===== src/pwbl_pkg.sv =====
// Shared constants for the pulse-width board link receiver.
`timescale 1ns / 1ps
`default_nettype none

package pwbl_pkg;

  // Fixed field widths of the item payloads.
  localparam int BYTE_W   = 8;
  localparam int SLOT_W   = 5;
  localparam int COORD_W  = 3;
  localparam int NIBBLE_W = 4;
  localparam int PIECE_W  = 3;
  localparam int BITPOS_W = 3;

  // Last bit position of a byte; bits arrive MSB first.
  localparam logic [BITPOS_W-1:0] BIT_LAST = 3'd7;

endpackage

`default_nettype wire


===== src/pwbl_ifs.sv =====
// Valid/ready channel interfaces for line samples and receiver results.
`timescale 1ns / 1ps
`default_nettype none

interface pwbl_sample_if;
  logic                           valid;
  logic                           ready;
  logic                           link_reset_n;
  logic                           line_level;
  logic [pwbl_pkg::COORD_W-1:0]   query_col;
  logic [pwbl_pkg::COORD_W-1:0]   query_row;

  modport source (output valid, link_reset_n, line_level, query_col, query_row,
                  input ready);
  modport sink (input valid, link_reset_n, line_level, query_col, query_row,
                output ready);
endinterface

interface pwbl_result_if;
  logic                           valid;
  logic                           ready;
  logic                           byte_done;
  logic [pwbl_pkg::BYTE_W-1:0]    byte_value;
  logic [pwbl_pkg::SLOT_W-1:0]    byte_slot;
  logic [pwbl_pkg::PIECE_W-1:0]   piece_code;
  logic                           piece_black;

  modport source (output valid, byte_done, byte_value, byte_slot, piece_code,
                  piece_black, input ready);
  modport sink (input valid, byte_done, byte_value, byte_slot, piece_code,
                piece_black, output ready);
endinterface

`default_nettype wire


===== src/pwbl_board_store.sv =====
// Board byte store with per-entry valid bits and a registered query read.
`timescale 1ns / 1ps
`default_nettype none

module pwbl_board_store #(
  parameter int DEPTH = 32
) (
  input  wire logic                          clk,
  input  wire logic                          rst,
  input  wire logic                          wr_en,
  input  wire logic [$clog2(DEPTH)-1:0]      wr_addr,
  input  wire logic [pwbl_pkg::BYTE_W-1:0]   wr_data,
  input  wire logic                          rd_en,
  input  wire logic [$clog2(DEPTH)-1:0]      rd_addr,
  input  wire logic                          rd_zero,
  output logic      [pwbl_pkg::BYTE_W-1:0]   rd_data
);
  import pwbl_pkg::*;

  logic [BYTE_W-1:0] mem [DEPTH];
  logic [DEPTH-1:0]  written;

  logic [BYTE_W-1:0] mem_q;
  logic              written_q;
  logic              hit_q;
  logic [BYTE_W-1:0] wdata_q;
  logic              zero_q;

  always_ff @(posedge clk) begin
    if (wr_en) begin
      mem[wr_addr] <= wr_data;
    end
  end

  always_ff @(posedge clk) begin
    if (rd_en) begin
      mem_q <= mem[rd_addr];
    end
  end

  // Entries never written read as zero, matching the cleared board at reset.
  always_ff @(posedge clk) begin
    if (rst) begin
      written <= '0;
    end else if (wr_en) begin
      written[wr_addr] <= 1'b1;
    end
  end

  // The query sees this item's write, so a same-address write is forwarded.
  always_ff @(posedge clk) begin
    if (rd_en) begin
      written_q <= written[rd_addr];
      hit_q     <= wr_en && (wr_addr == rd_addr);
      wdata_q   <= wr_data;
      zero_q    <= rd_zero;
    end
  end

  always_comb begin
    if (zero_q) begin
      rd_data = '0;
    end else if (hit_q) begin
      rd_data = wdata_q;
    end else if (written_q) begin
      rd_data = mem_q;
    end else begin
      rd_data = '0;
    end
  end

endmodule

`default_nettype wire


===== src/pulse_width_board_link_receiver.sv =====
// Top level of the pulse-width board link receiver.
//
// The sample channel carries one tick of the serial line per item: the line
// level, an active-low link reset and a board square to query. The result
// channel returns exactly one item per sample: a flag and the byte and slot
// when that tick completed a byte, plus the piece code and color bit stored
// for the queried square (read after this tick's own store write).
//
// The result is registered: a sample accepted at one edge has its result valid
// after it. One item per cycle is taken unless stalled; the edge detector, the
// duration compare and the store write all finish in the accepting cycle.
// The result register parts the channels: a new sample is taken whenever the
// result register is empty or its item is taken in the same cycle. When the
// result receiver stalls, the result holds and the sample side is stalled.
//
// Reset (rst, synchronous) clears the receiver state and the board valid
// bits, so every square reads as empty; the block accepts items in the first
// cycle after reset. Durations are counted in accepted items and saturate at
// the timer's full scale.
`timescale 1ns / 1ps
`default_nettype none

module pulse_width_board_link_receiver #(
  parameter int STORE_BYTES = 32,
  parameter int ROW_BYTES   = 4,
  parameter int TIMER_BITS  = 16
) (
  input  wire logic clk,
  input  wire logic rst,
  pwbl_sample_if.sink   sample,
  pwbl_result_if.source result
);
  import pwbl_pkg::*;

  localparam int ADDR_W = $clog2(STORE_BYTES);
  // Wide enough for row * ROW_BYTES + col / 2 at the largest coordinates.
  localparam int QIDX_W = $clog2(8 * ROW_BYTES + 4);
  localparam logic [TIMER_BITS-1:0] TIMER_MAX = {TIMER_BITS{1'b1}};
  localparam logic [ADDR_W-1:0]     SLOT_LAST = ADDR_W'(STORE_BYTES - 1);

  // Receiver state.
  logic                  last_level;
  logic                  armed;
  logic [BITPOS_W-1:0]   bit_position;
  logic [BYTE_W-1:0]     assembly_byte;
  logic [ADDR_W-1:0]     write_slot;
  logic [TIMER_BITS-1:0] ticks_since_edge;
  logic [TIMER_BITS-1:0] low_duration;

  logic                  last_level_next;
  logic                  armed_next;
  logic [BITPOS_W-1:0]   bit_position_next;
  logic [BYTE_W-1:0]     assembly_byte_next;
  logic [ADDR_W-1:0]     write_slot_next;
  logic [TIMER_BITS-1:0] ticks_since_edge_next;
  logic [TIMER_BITS-1:0] low_duration_next;

  // Result register.
  logic                  out_valid;
  logic                  out_done;
  logic [BYTE_W-1:0]     out_value;
  logic [SLOT_W-1:0]     out_slot;
  logic                  out_odd;

  logic                  accept;
  logic                  store_wr;
  logic [QIDX_W-1:0]     query_idx;
  logic                  query_zero;
  logic [BYTE_W-1:0]     square_byte;
  logic [NIBBLE_W-1:0]   square_nibble;

  // Work values after the link reset has been applied.
  logic                  prev_level;
  logic                  cur_armed;
  logic [BITPOS_W-1:0]   cur_bitpos;
  logic [ADDR_W-1:0]     cur_slot;
  logic [TIMER_BITS-1:0] cur_ticks;
  logic                  fall;
  logic                  rise;

  assign sample.ready = !out_valid || result.ready;
  assign accept       = sample.valid && sample.ready;

  always_comb begin
    // A link reset latches the line level first, so no edge shows this tick.
    prev_level = sample.link_reset_n ? last_level : sample.line_level;
    cur_armed  = sample.link_reset_n && armed;
    cur_bitpos = sample.link_reset_n ? bit_position : '0;
    cur_slot   = sample.link_reset_n ? write_slot : '0;
    cur_ticks  = sample.link_reset_n ? ticks_since_edge : '0;

    fall = !sample.line_level && prev_level;
    rise = sample.line_level && !prev_level;

    armed_next         = cur_armed;
    bit_position_next  = cur_bitpos;
    assembly_byte_next = assembly_byte;
    write_slot_next    = cur_slot;
    low_duration_next  = low_duration;
    store_wr           = 1'b0;

    if (fall) begin
      if (cur_armed) begin
        // Long low followed by a shorter high encodes a one.
        assembly_byte_next[BIT_LAST - cur_bitpos] = (low_duration > cur_ticks);
        bit_position_next = cur_bitpos + 1'b1;
        if (cur_bitpos == BIT_LAST) begin
          store_wr = 1'b1;
          if (cur_slot == SLOT_LAST) begin
            write_slot_next = '0;
            armed_next      = 1'b0;
          end else begin
            write_slot_next = cur_slot + 1'b1;
          end
        end
      end
      cur_ticks = '0;
    end else if (rise) begin
      low_duration_next = cur_ticks;
      armed_next        = 1'b1;
      cur_ticks         = '0;
    end

    last_level_next       = sample.line_level;
    ticks_since_edge_next = (cur_ticks == TIMER_MAX) ? cur_ticks : cur_ticks + 1'b1;
  end

  always_ff @(posedge clk) begin
    if (rst) begin
      last_level       <= 1'b0;
      armed            <= 1'b0;
      bit_position     <= '0;
      assembly_byte    <= '0;
      write_slot       <= '0;
      ticks_since_edge <= '0;
      low_duration     <= '0;
    end else if (accept) begin
      last_level       <= last_level_next;
      armed            <= armed_next;
      bit_position     <= bit_position_next;
      assembly_byte    <= assembly_byte_next;
      write_slot       <= write_slot_next;
      ticks_since_edge <= ticks_since_edge_next;
      low_duration     <= low_duration_next;
    end
  end

  always_ff @(posedge clk) begin
    if (rst) begin
      out_valid <= 1'b0;
    end else if (accept) begin
      out_valid <= 1'b1;
    end else if (result.ready) begin
      out_valid <= 1'b0;
    end
  end

  // Byte and slot read as zero on ticks that complete no byte.
  always_ff @(posedge clk) begin
    if (accept) begin
      out_done  <= store_wr;
      out_value <= store_wr ? assembly_byte_next : '0;
      out_slot  <= store_wr ? SLOT_W'(cur_slot) : '0;
      out_odd   <= sample.query_col[0];
    end
  end

  // Two squares share a byte: even column in the high nibble, odd in the low.
  assign query_idx  = QIDX_W'(sample.query_row) * QIDX_W'(ROW_BYTES)
                    + QIDX_W'(sample.query_col[COORD_W-1:1]);
  assign query_zero = (32'(query_idx) >= 32'(STORE_BYTES));

  pwbl_board_store #(
    .DEPTH (STORE_BYTES)
  ) u_store (
    .clk     (clk),
    .rst     (rst),
    .wr_en   (accept && store_wr),
    .wr_addr (cur_slot),
    .wr_data (assembly_byte_next),
    .rd_en   (accept),
    .rd_addr (ADDR_W'(query_idx)),
    .rd_zero (query_zero),
    .rd_data (square_byte)
  );

  assign square_nibble = out_odd ? square_byte[NIBBLE_W-1:0]
                                 : square_byte[BYTE_W-1:NIBBLE_W];

  assign result.valid       = out_valid;
  assign result.byte_done   = out_done;
  assign result.byte_value  = out_value;
  assign result.byte_slot   = out_slot;
  assign result.piece_code  = square_nibble[PIECE_W-1:0];
  assign result.piece_black = square_nibble[NIBBLE_W-1];

  // A link reset leaves the receiver at the start of a fresh frame.
  a_link_reset_clears: assert property (@(posedge clk) disable iff (rst)
    accept && !sample.link_reset_n |=>
      bit_position == '0 && write_slot == '0 && !armed &&
      last_level == $past(sample.line_level))
    else $error("link reset did not restart the receiver");

  // The eighth bit of an armed frame always produces a stored byte.
  a_byte_completes: assert property (@(posedge clk) disable iff (rst)
    accept && fall && cur_armed && cur_bitpos == BIT_LAST |=>
      out_done && out_slot == SLOT_W'($past(cur_slot)))
    else $error("completed byte not reported");

  // Filling the last slot wraps the index and disarms the receiver.
  a_wrap_disarms: assert property (@(posedge clk) disable iff (rst)
    accept && store_wr && cur_slot == SLOT_LAST |=> !armed && write_slot == '0)
    else $error("store wrap did not disarm");

endmodule

`default_nettype wire

===== src/flat_wrapper.sv =====
// flat-port wrapper written by rule: the top's interface ports become plain ports
module pulse_width_board_link_receiver_flat import pwbl_pkg::*;
#(
  parameter int STORE_BYTES = 32,
  parameter int ROW_BYTES   = 4,
  parameter int TIMER_BITS  = 16
)
  (clk, rst, sample_valid, sample_link_reset_n, sample_line_level, sample_query_col, sample_query_row, sample_ready, result_valid, result_byte_done, result_byte_value, result_byte_slot, result_piece_code, result_piece_black, result_ready);
  pwbl_sample_if sample_i ();
  pwbl_result_if result_i ();
  input  wire logic clk;
  input  wire logic rst;
  input wire logic [$bits(sample_i.valid)-1:0] sample_valid;
  input wire logic [$bits(sample_i.link_reset_n)-1:0] sample_link_reset_n;
  input wire logic [$bits(sample_i.line_level)-1:0] sample_line_level;
  input wire logic [$bits(sample_i.query_col)-1:0] sample_query_col;
  input wire logic [$bits(sample_i.query_row)-1:0] sample_query_row;
  output wire logic [$bits(sample_i.ready)-1:0] sample_ready;
  output wire logic [$bits(result_i.valid)-1:0] result_valid;
  output wire logic [$bits(result_i.byte_done)-1:0] result_byte_done;
  output wire logic [$bits(result_i.byte_value)-1:0] result_byte_value;
  output wire logic [$bits(result_i.byte_slot)-1:0] result_byte_slot;
  output wire logic [$bits(result_i.piece_code)-1:0] result_piece_code;
  output wire logic [$bits(result_i.piece_black)-1:0] result_piece_black;
  input wire logic [$bits(result_i.ready)-1:0] result_ready;
  assign sample_i.valid = sample_valid;
  assign sample_i.link_reset_n = sample_link_reset_n;
  assign sample_i.line_level = sample_line_level;
  assign sample_i.query_col = sample_query_col;
  assign sample_i.query_row = sample_query_row;
  assign sample_ready = sample_i.ready;
  assign result_valid = result_i.valid;
  assign result_byte_done = result_i.byte_done;
  assign result_byte_value = result_i.byte_value;
  assign result_byte_slot = result_i.byte_slot;
  assign result_piece_code = result_i.piece_code;
  assign result_piece_black = result_i.piece_black;
  assign result_i.ready = result_ready;
  pulse_width_board_link_receiver #(.STORE_BYTES(STORE_BYTES), .ROW_BYTES(ROW_BYTES), .TIMER_BITS(TIMER_BITS)) u_core (.clk(clk), .rst(rst), .sample(sample_i), .result(result_i));
endmodule

===== config.mk =====
export PLATFORM = sky130hd
export DESIGN_NAME = pulse_width_board_link_receiver_flat
export DESIGN_NICKNAME = d
export VERILOG_FILES = /design/src/pwbl_pkg.sv /design/src/pwbl_ifs.sv /design/src/pwbl_board_store.sv /design/src/pulse_width_board_link_receiver.sv /design/src/flat_wrapper.sv
export SDC_FILE = /design/constraint.sdc
export NUM_CORES = 1
export LEC_CHECK = 0
export ABC_AREA = 1
export BUFFER_PORTS_ARGS = -buffer_cell sky130_fd_sc_hd__buf_2
export CORE_MARGIN = 8
export CORE_UTILIZATION = 50
export CTS_CLUSTER_SIZE = 30
export DETAILED_ROUTE_END_ITERATION = 8
export PLACE_DENSITY = 0.66
export SKIP_CTS_REPAIR_TIMING = 1
export SLEW_MARGIN = 20
export SYNTH_ARGS = -nofsm -noshare
export SYNTH_HDL_FRONTEND = slang
export SYNTH_SLANG_ARGS = --single-unit

===== constraint.sdc =====
create_clock -name clk -period 2.75 [get_ports clk]
set_clock_uncertainty 0.05 [all_clocks]
set_input_delay 0 -clock clk [delete_from_list [all_inputs] [get_ports clk]]
set_output_delay 0 -clock clk [all_outputs]
set_load 0.1 [all_outputs]

==> results of run 1 <==
## power by group
group,total (µW),internal (µW),switching [µW]
combinational,1010,275,734
sequential,6200,6150,45.4
clock,5090,2990,2110
total,12300,9410,2890
## per-layer routing
layer  GRT usage (%)  wire length, µm  up-vias
met1            27.9            17500     5666
li1                -                -     5622
met5               0                0        -
met2            35.8            19800      462
met4            8.39             1390        0
met3            3.23             2810       93
## cell usage in the layout (no fill, tap or decap), types with 4 or more instances in the layout
cell type      netlist  final
clkbuf_16            0     40
clkbuf_1            69     16
nand3_1             78     78
dlygate4sd3_1        0      5
buf_4                2     61
o21ai_1             26     26
o211ai_1             7      7
buf_2                8     30
or2_2                8      8
o22ai_1             12     12
nand4_1             12     12
buf_12               0     14
nor2_2               5      6
nand2_1            153    152
o21ai_0            217    217
ha_1                24     24
nor2_1             293    292
inv_2                5      7
a21oi_1             57     57
and2_1               4      4
o221ai_1            51     51
inv_1              118    115
clkinv_2             0      9
dfxtp_1             83     82
nand2_2              9     10
edfxtp_1           289    289
a22oi_1              4      4
## per-stage QoR
step / area, µm² / power [µW]
detailed placement: 17100 / 7310
global placement: 17100 / 7300
finish: 18400 / 12300
CTS: 18300 / 12400
global route: 18400 / 12700
floorplan: 16100 / 6980
## worst min path at each step
stage | start | end | slack [ps] | cells past startpoint
after floorplan | sample_query_col[0] | u_core.out_odd | 50 | 0
after detailed placement | sample_query_col[0] | u_core.out_odd | 140 | 1
after global placement | sample_query_col[0] | u_core.out_odd | 140 | 1
after global routing | sample_query_row[2] | u_core.u_store.mem_q[1] | 40 | 3
final | sample_query_row[2] | u_core.u_store.mem_q[1] | 30 | 3
after CTS | sample_query_col[0] | u_core.out_odd | -420 | 1
## registers in the layout, indices dropped and copies added (netlist names), 8 cells and up
| name | count |
|---|---|
| u_core.low_duration | 16 |
| u_core.assembly_byte | 8 |
| u_core.u_store.mem | 256 |
| u_core.ticks_since_edge | 16 |
| u_core.u_store.written | 32 |
| u_core.u_store.wdata_q | 8 |
| u_core.u_store.mem_q | 8 |
| u_core.result.byte_value | 8 |
## logic make-up after synthesis
logic type	after synthesis	share of synthesized area (%)
AO/OA/AOI/OAI	378	13.3
flip-flops	372	64.4
XOR/XNOR	2	0.109
AND/OR/NAND/NOR	576	15.2
adder cells (fa/ha/maj)	24	1.87
buffers and inverters	208	5.11
## worst reg2reg max path: cells and delay by family (launching register included)
kind / cells / cell delay, ps
buffers and inverters: 5 / 320
AND/OR/NAND/NOR: 9 / 1200
AO/OA/AOI/OAI: 1 / 120
flip-flops: 1 / 390
adder cells (fa/ha/maj): 1 / 260
## final cells by class
type | count | area [µm²] | share of cell area, %
flip-flops and latches | 372 | 10300 | 56.3
inverters | 124 | 468 | 2.55
clock buffers | 56 | 1060 | 5.77
well taps | 402 | 503 | 2.74
repair buffers | 110 | 938 | 5.11
clock inverters | 16 | 173 | 0.940
multi-input cells | 980 | 4890 | 26.6
## Yosys cell counts (2+ instances only)
cell / count
nor2_1: 293
nand2_4: 2
a21oi_1: 57
or2_2: 8
buf_6: 3
xor2_1: 2
nand3_1: 78
inv_2: 5
o221ai_1: 51
inv_1: 118
o21ai_0: 217
dfxtp_1: 83
edfxtp_1: 289
buf_1: 2
o22ai_1: 12
o21ai_1: 26
nand4_1: 12
o211ai_1: 7
nand3b_1: 2
buf_4: 2
nor3_1: 3
nand3_2: 2
o21a_1: 2
ha_1: 24
buf_2: 8
and2_1: 4
nand2_1: 153
a22oi_1: 4
clkbuf_1: 69
nand2_2: 9
nor2_4: 3
nor2_2: 5
==> out/summary.txt, run 1 <==
CP max stage delay - 390 ps
final instance count without filler cells - 2060
layout cells sized above 1 - 12.1%
Crit path top cell by count - inv_1
placed cell count - 1983
initial antenna violation count - 0
leakage - 0.00722 µW
fmax - 0.409 GHz
mean area per synthesized cell - 10.3 µm²
Slowest-stage cell, CP - dfxtp_1
root buf cell - clkbuf_16
Util after Layout - 58.2%
unrepaired setup endpoints after global routing - false
RePlAce Congestion - 0.919
clock buffer depth - 3
largest net degree at the start of global routing - 76
Final Max Tran Viols - 0
Synth area leaders - edfxtp_1 (54%), dfxtp_1 (10%), nor2_1 (6.9%)
number of global-route vias before repair - 11369
Port Buf Inserts - 31
status - finished, final reports clean
ANT nets after route - 0
Die Y - 195 µm
CTS buffer count - 39
Synthesized Nets - 1596
sequential area share after synthesis - 64.4%
Reg2Reg Depth - 16
setup ws final - 308 ps
io pins - 32
WP data arrival - 2810 ps
Hold Slack - 30.5 ps
dpl ws - 158 ps
n_diodes - 0
Critical Path Sink - u_core.ticks_since_edge[0]
crit-path cells - inv_2 > nand3_2 > nand2_1 > nor2_2 > ha_1 > inv_1 > nor2_1 > inv_1 > nor2_1 > inv_2 > nor2_4 > nand2_2 > o21ai_0 > nand3_1 > nand2_1 > inv_1
DR DRC count - 0
leading area contributor after synthesis - edfxtp_1
post-route minimum period - 2440 ps
Tot GR Track Use - 21.4%
maximum fanout along the worst path - 12
CTS sink count - 372
H-Tree Depth - 2
WS Path Type - reg -> reg
CTS tree - built
ys async rst share - 0%
Final #Nets - 1663
clk slew on worst S/H paths - 60 ps
vias per cell - 5.75
Post-DP HPWL - 25.3 mm
critical path required time - 3120 ps
peak supply drop - 0.399 mV
Die Width - 195 µm
Top delay family on crit path - simple AND/OR/NAND/NOR gates
final WL - 41.5 mm
Worst setup SP type - flop
Max Cap Viol - 0
R2R Setup Slk - 310 ps
synthesis-stage register bit count - 372
Tcrit/Tclk final - 88.8%
Layout area overhead - 14.5%
Avg WL per Cell - 20.2 µm
Netlist cell types - 37
setup_tns - 0 ps
WP depth - 16
Filler Cell Count - 2679
drt first pass iters - 5
post-synthesis cell count - 1560
Rel. slew slack - 54.5%
Hold Violations, Final - 0
final setup fails - 0
Worst Max-Slew Pin Slew - 683 ps
Primary FF master, synth - edfxtp_1
number of flops mapped to enable cells by yosys - 289
YS warnings - 0
Clock Latency Late Sink - 530 ps
Hold Path Class - in -> reg
post-synth top area share - 54.1%
Crit. End Element - flop
grt total ovfl - 0
Worst R2R End - u_core.ticks_since_edge[0]
pwr dens - 670 nW/µm²
DR vias - 11843
mapped cell area - 16000 µm²
core area - 31600 µm²
DR iter-0 viols - 885
Starting Density - 50.9%
die area - 38100 µm²
Bufs and invs on worst path - 5
first-pass GRT wire length - 64.4 mm
row cnt - 65
crit path launch - u_core.last_level
reg-to-reg startpoint - u_core.last_level
No activity file was read; power rests on OpenSTA's default activity.
==> run 2, diff against run 1 <==
==> constraint.sdc (replaced) <==
create_clock -name clk -period 2.75 [get_ports clk]
set_clock_uncertainty 0.05 [all_clocks]
set_input_delay 0.275 -clock clk [delete_from_list [all_inputs] [get_ports clk]]
set_output_delay 0.275 -clock clk [all_outputs]
set_load 0.1 [all_outputs]
==> out/summary.txt, run 2 (synthesis results as in run 1) <==
Hold Path Class - in -> reg
H-Tree Depth - 2
row cnt - 65
Final #Nets - 1666
grt total ovfl - 0
DR iter-0 viols - 1194
number of global-route vias before repair - 11631
die area - 38100 µm²
ANT nets after route - 0
Switching Fraction - 23.0%
Slowest-stage cell, CP - edfxtp_1
Final Max Tran Viols - 0
Starting Density - 50.9%
Util after Layout - 59.1%
Post-DP HPWL - 25.6 mm
CTS tree - built
Port Buf Inserts - 31
most frequent cells in the layout - nor2_1 (293), edfxtp_1 (289), o21ai_0 (217), nand2_1 (152), inv_1 (115)
Worst setup SP type - flop
CP max stage delay - 540 ps
maximum fanout along the worst path - 9
layout cells sized above 1 - 12.5%
final WL - 42.2 mm
DR DRC count - 0
WP data arrival - 2270 ps
Tot GR Track Use - 21.7%
RePlAce Congestion - 0.907
Biggest register - u_core.u_store.mem
CTS buffer count - 39
R2R Setup Slk - 380 ps
switching power - 2890 µW
WS Path Type - reg -> out
max reg flops - 256
final instance count without filler cells - 2061
post-route minimum period - 2590 ps
Clock Latency Late Sink - 530 ps
critical path required time - 2420 ps
Worst Max-Slew Pin Slew - 572 ps
status - finished, violations left
FF+latch area - 10300 µm²
Bufs and invs on worst path - 2
Layout area overhead - 16.2%
core area - 31600 µm²
Rel. slew slack - 61.9%
failing checks - negative hold slack
Die Width - 195 µm
drt first pass iters - 5
first-pass GRT wire length - 64.7 mm
pwr dens - 672 nW/µm²
clk slew on worst S/H paths - 60 ps
final setup fails - 0
crit-path cells - inv_1 > nand3_1 > a22oi_1 > buf_2
Max Cap Viol - 0
leakage - 0.00730 µW
Avg WL per Cell - 20.5 µm
Comb power frac - 8.1%
Filler Cell Count - 2618
Internal - 9640 µW
Tcrit/Tclk final - 94.2%
largest registers - u_core.u_store.mem x256, u_core.u_store.written x32
root buf cell - clkbuf_16
clock buffer depth - 3
register share of total power - 49.5%
setup_tns - 0 ps
largest net degree at the start of global routing - 86
initial antenna violation count - 0
fmax - 0.386 GHz
Top delay family on crit path - buffers and inverters
io pins - 32
dpl ws - 107 ps
n_diodes - 0
dpl cell area - 17300 µm²
vias per cell - 5.79
Crit. End Element - primary output
placed cell count - 1990
Hold Slack - -33.7 ps
Die Y - 195 µm
setup ws final - 159 ps
Hold Violations, Final - 1
CTS sink count - 372
Clk network pwr share - 42.4%
multi-input logic area - 4890 µm²
design area - 18700 µm²
unrepaired setup endpoints after global routing - false
DR vias - 11942
commonest non-fill, non-tap cell in the layout - nor2_1
peak supply drop - 0.328 mV
[run 2: path summary, 6_finish.rpt]
check,end,depth (start not counted),start
min reg2reg,u_core.u_store.written[25],2,u_core.u_store.written[25]
max reg2reg,u_core.ticks_since_edge[0],16,u_core.last_level
max,result_piece_code[1],4,u_core.u_store.hit_q
min,u_core.result.valid,4,result_ready
[run 2: layout make-up]
class	instances	share of cell area [%]
clock buffer	52	5.72
clock inverter	18	1.25
inverter	124	2.51
multi-input combinational	980	26.2
sequential	372	55.4
tap	402	2.70
timing repair buffer	113	6.17
[run 2: routing by layer]
| metal | wire, µm | global-route usage, % | part of all wire (%) |
|---|---|---|---|
| met1 | 17500 | 27.2 | 41 |
| met2 | 20800 | 37.7 | 49 |
| met3 | 2670 | 2.84 | 6.3 |
| met4 | 1280 | 8.39 | 3.0 |
| met5 | 0 | 0 | 0 |
[run 2: power by group through the flow]
stage	Combinational (µW)	Sequential [µW]	Clock (µW)
4_1_cts	1010	6200	5380
3_5_place_dp	1010	6320	0
5_1_grt	1110	6200	5580
3_3_place_gp	992	6320	0
2_1_floorplan	603	6380	0
6_report	1010	6200	5310
[run 2: tightest hold or removal path, cell delays in order]
cell     delay, ps
buf_2           80
inv_1           40
nand2_2         60
a21oi_1         60
[run 2: stage by stage]
step | total power [µW] | hold slack [ps]
floorplan | 6980 | 324
global placement | 7310 | 388
detailed placement | 7320 | 388
CTS | 12600 | -116
global route | 12900 | 1.38
finish | 12500 | -33.7
==> run 3, diff against run 2 <==
Settings changed: CORE_UTILIZATION 50 to 56, PLACE_DENSITY 0.66 to 0.72, SLEW_MARGIN 20 to 10.
==> out/summary.txt, run 3 (synthesis results as in run 1) <==
status - finished, final reports clean
Hold Slack - 20.9 ps
root buf cell - clkbuf_16
post-route minimum period - 2600 ps
number of global-route vias before repair - 11770
Crit. End Element - primary output
maximum fanout along the worst path - 9
clk slew on worst S/H paths - 60 ps
Biggest register - u_core.u_store.mem
fmax - 0.384 GHz
dpl ws - 79.5 ps
RePlAce Congestion - 0.880
grt total ovfl - 0
Hold Path Class - in -> reg
setup_tns - 0 ps
Tcrit/Tclk final - 94.7%
n_diodes - 0
io pins - 32
dpl cell area - 17200 µm²
Worst Max-Slew Pin Slew - 674 ps
critical path required time - 2420 ps
Hold Violations, Final - 0
Post-DP HPWL - 24.9 mm
DR DRC count - 0
Rel. slew slack - 55.0%
CTS buffer count - 39
Die Width - 185 µm
Port Buf Inserts - 31
Die Y - 185 µm
Max Cap Viol - 0
most frequent cells in the layout - nor2_1 (293), edfxtp_1 (289), o21ai_0 (217), nand2_1 (152), inv_1 (115)
Clock Latency Late Sink - 530 ps
Tot GR Track Use - 24.4%
clock buffer depth - 3
first-pass GRT wire length - 64.6 mm
Layout area overhead - 15.3%
Final #Nets - 1668
layout cells sized above 1 - 12.5%
DR iter-0 viols - 1114
WS Path Type - reg -> out
CTS tree - built
final WL - 41.2 mm
peak supply drop - 0.399 mV
row cnt - 62
unrepaired setup endpoints after global routing - false
leakage - 0.00728 µW
Worst setup SP type - flop
pwr dens - 674 nW/µm²
H-Tree Depth - 2
Avg WL per Cell - 20.1 µm
commonest non-fill, non-tap cell in the layout - nor2_1
final setup fails - 0
vias per cell - 5.82
Starting Density - 56.4%
drt first pass iters - 5
max reg flops - 256
ANT nets after route - 0
largest registers - u_core.u_store.mem x256, u_core.u_store.written x32
die area - 34300 µm²
initial antenna violation count - 1
core area - 28500 µm²
CTS sink count - 372
setup ws final - 146 ps
largest net degree at the start of global routing - 85
WP data arrival - 2280 ps
Final Max Tran Viols - 0
DR vias - 11911
design area - 18500 µm²
## run 3: final timing paths
check,startpoint,end,slack (ps),cells after the start
max,u_core.u_store.hit_q,result_piece_code[0],150,4
min,sample_line_level,u_core.last_level,20,3
max reg2reg,u_core.last_level,u_core.ticks_since_edge[0],280,16
min reg2reg,u_core.u_store.written[31],u_core.u_store.written[31],410,2
## run 3: critical path: stages (launching register included)
cell,delay (ps)
edfxtp_1,520
inv_1,250
nand3_1,130
a22oi_1,350
buf_2,500
## run 3: power by group
part	internal, µW	total [µW]	switching [µW]
clock	3150	5250	2110
sequential	6150	6200	44.2
combinational	286	1010	727
## run 3: routing by layer
metal  share of wire, %  wire length (µm)  vias to the layer above  track usage, %
met5              0.019                 8                        -               0
met4                4.0              1650                        2            9.86
met3                7.6              3130                      122            3.94
met2                 50             20500                      487            42.2
met1                 39             16000                     5686            30.2
li1                   -                 -                     5614               -
## run 3: final cells by class
| type | count | area [µm²] |
|---|---|---|
| repair buffers | 115 | 1030 |
| inverters | 124 | 468 |
| fillers | 2183 | 9970 |
| clock buffers | 59 | 1130 |
| well taps | 384 | 480 |
| clock inverters | 12 | 156 |
| multi-input cells | 980 | 4890 |
| flip-flops and latches | 372 | 10300 |
## run 3: per-stage QoR
stage	total power [µW]	instances	util, %
floorplan	6980	1560	-
global placement	7300	1973	60.4
detailed placement	7320	1973	60.4
CTS	12500	2044	64.9
global route	12900	2046	65.0
finish	12500	2046	65.0
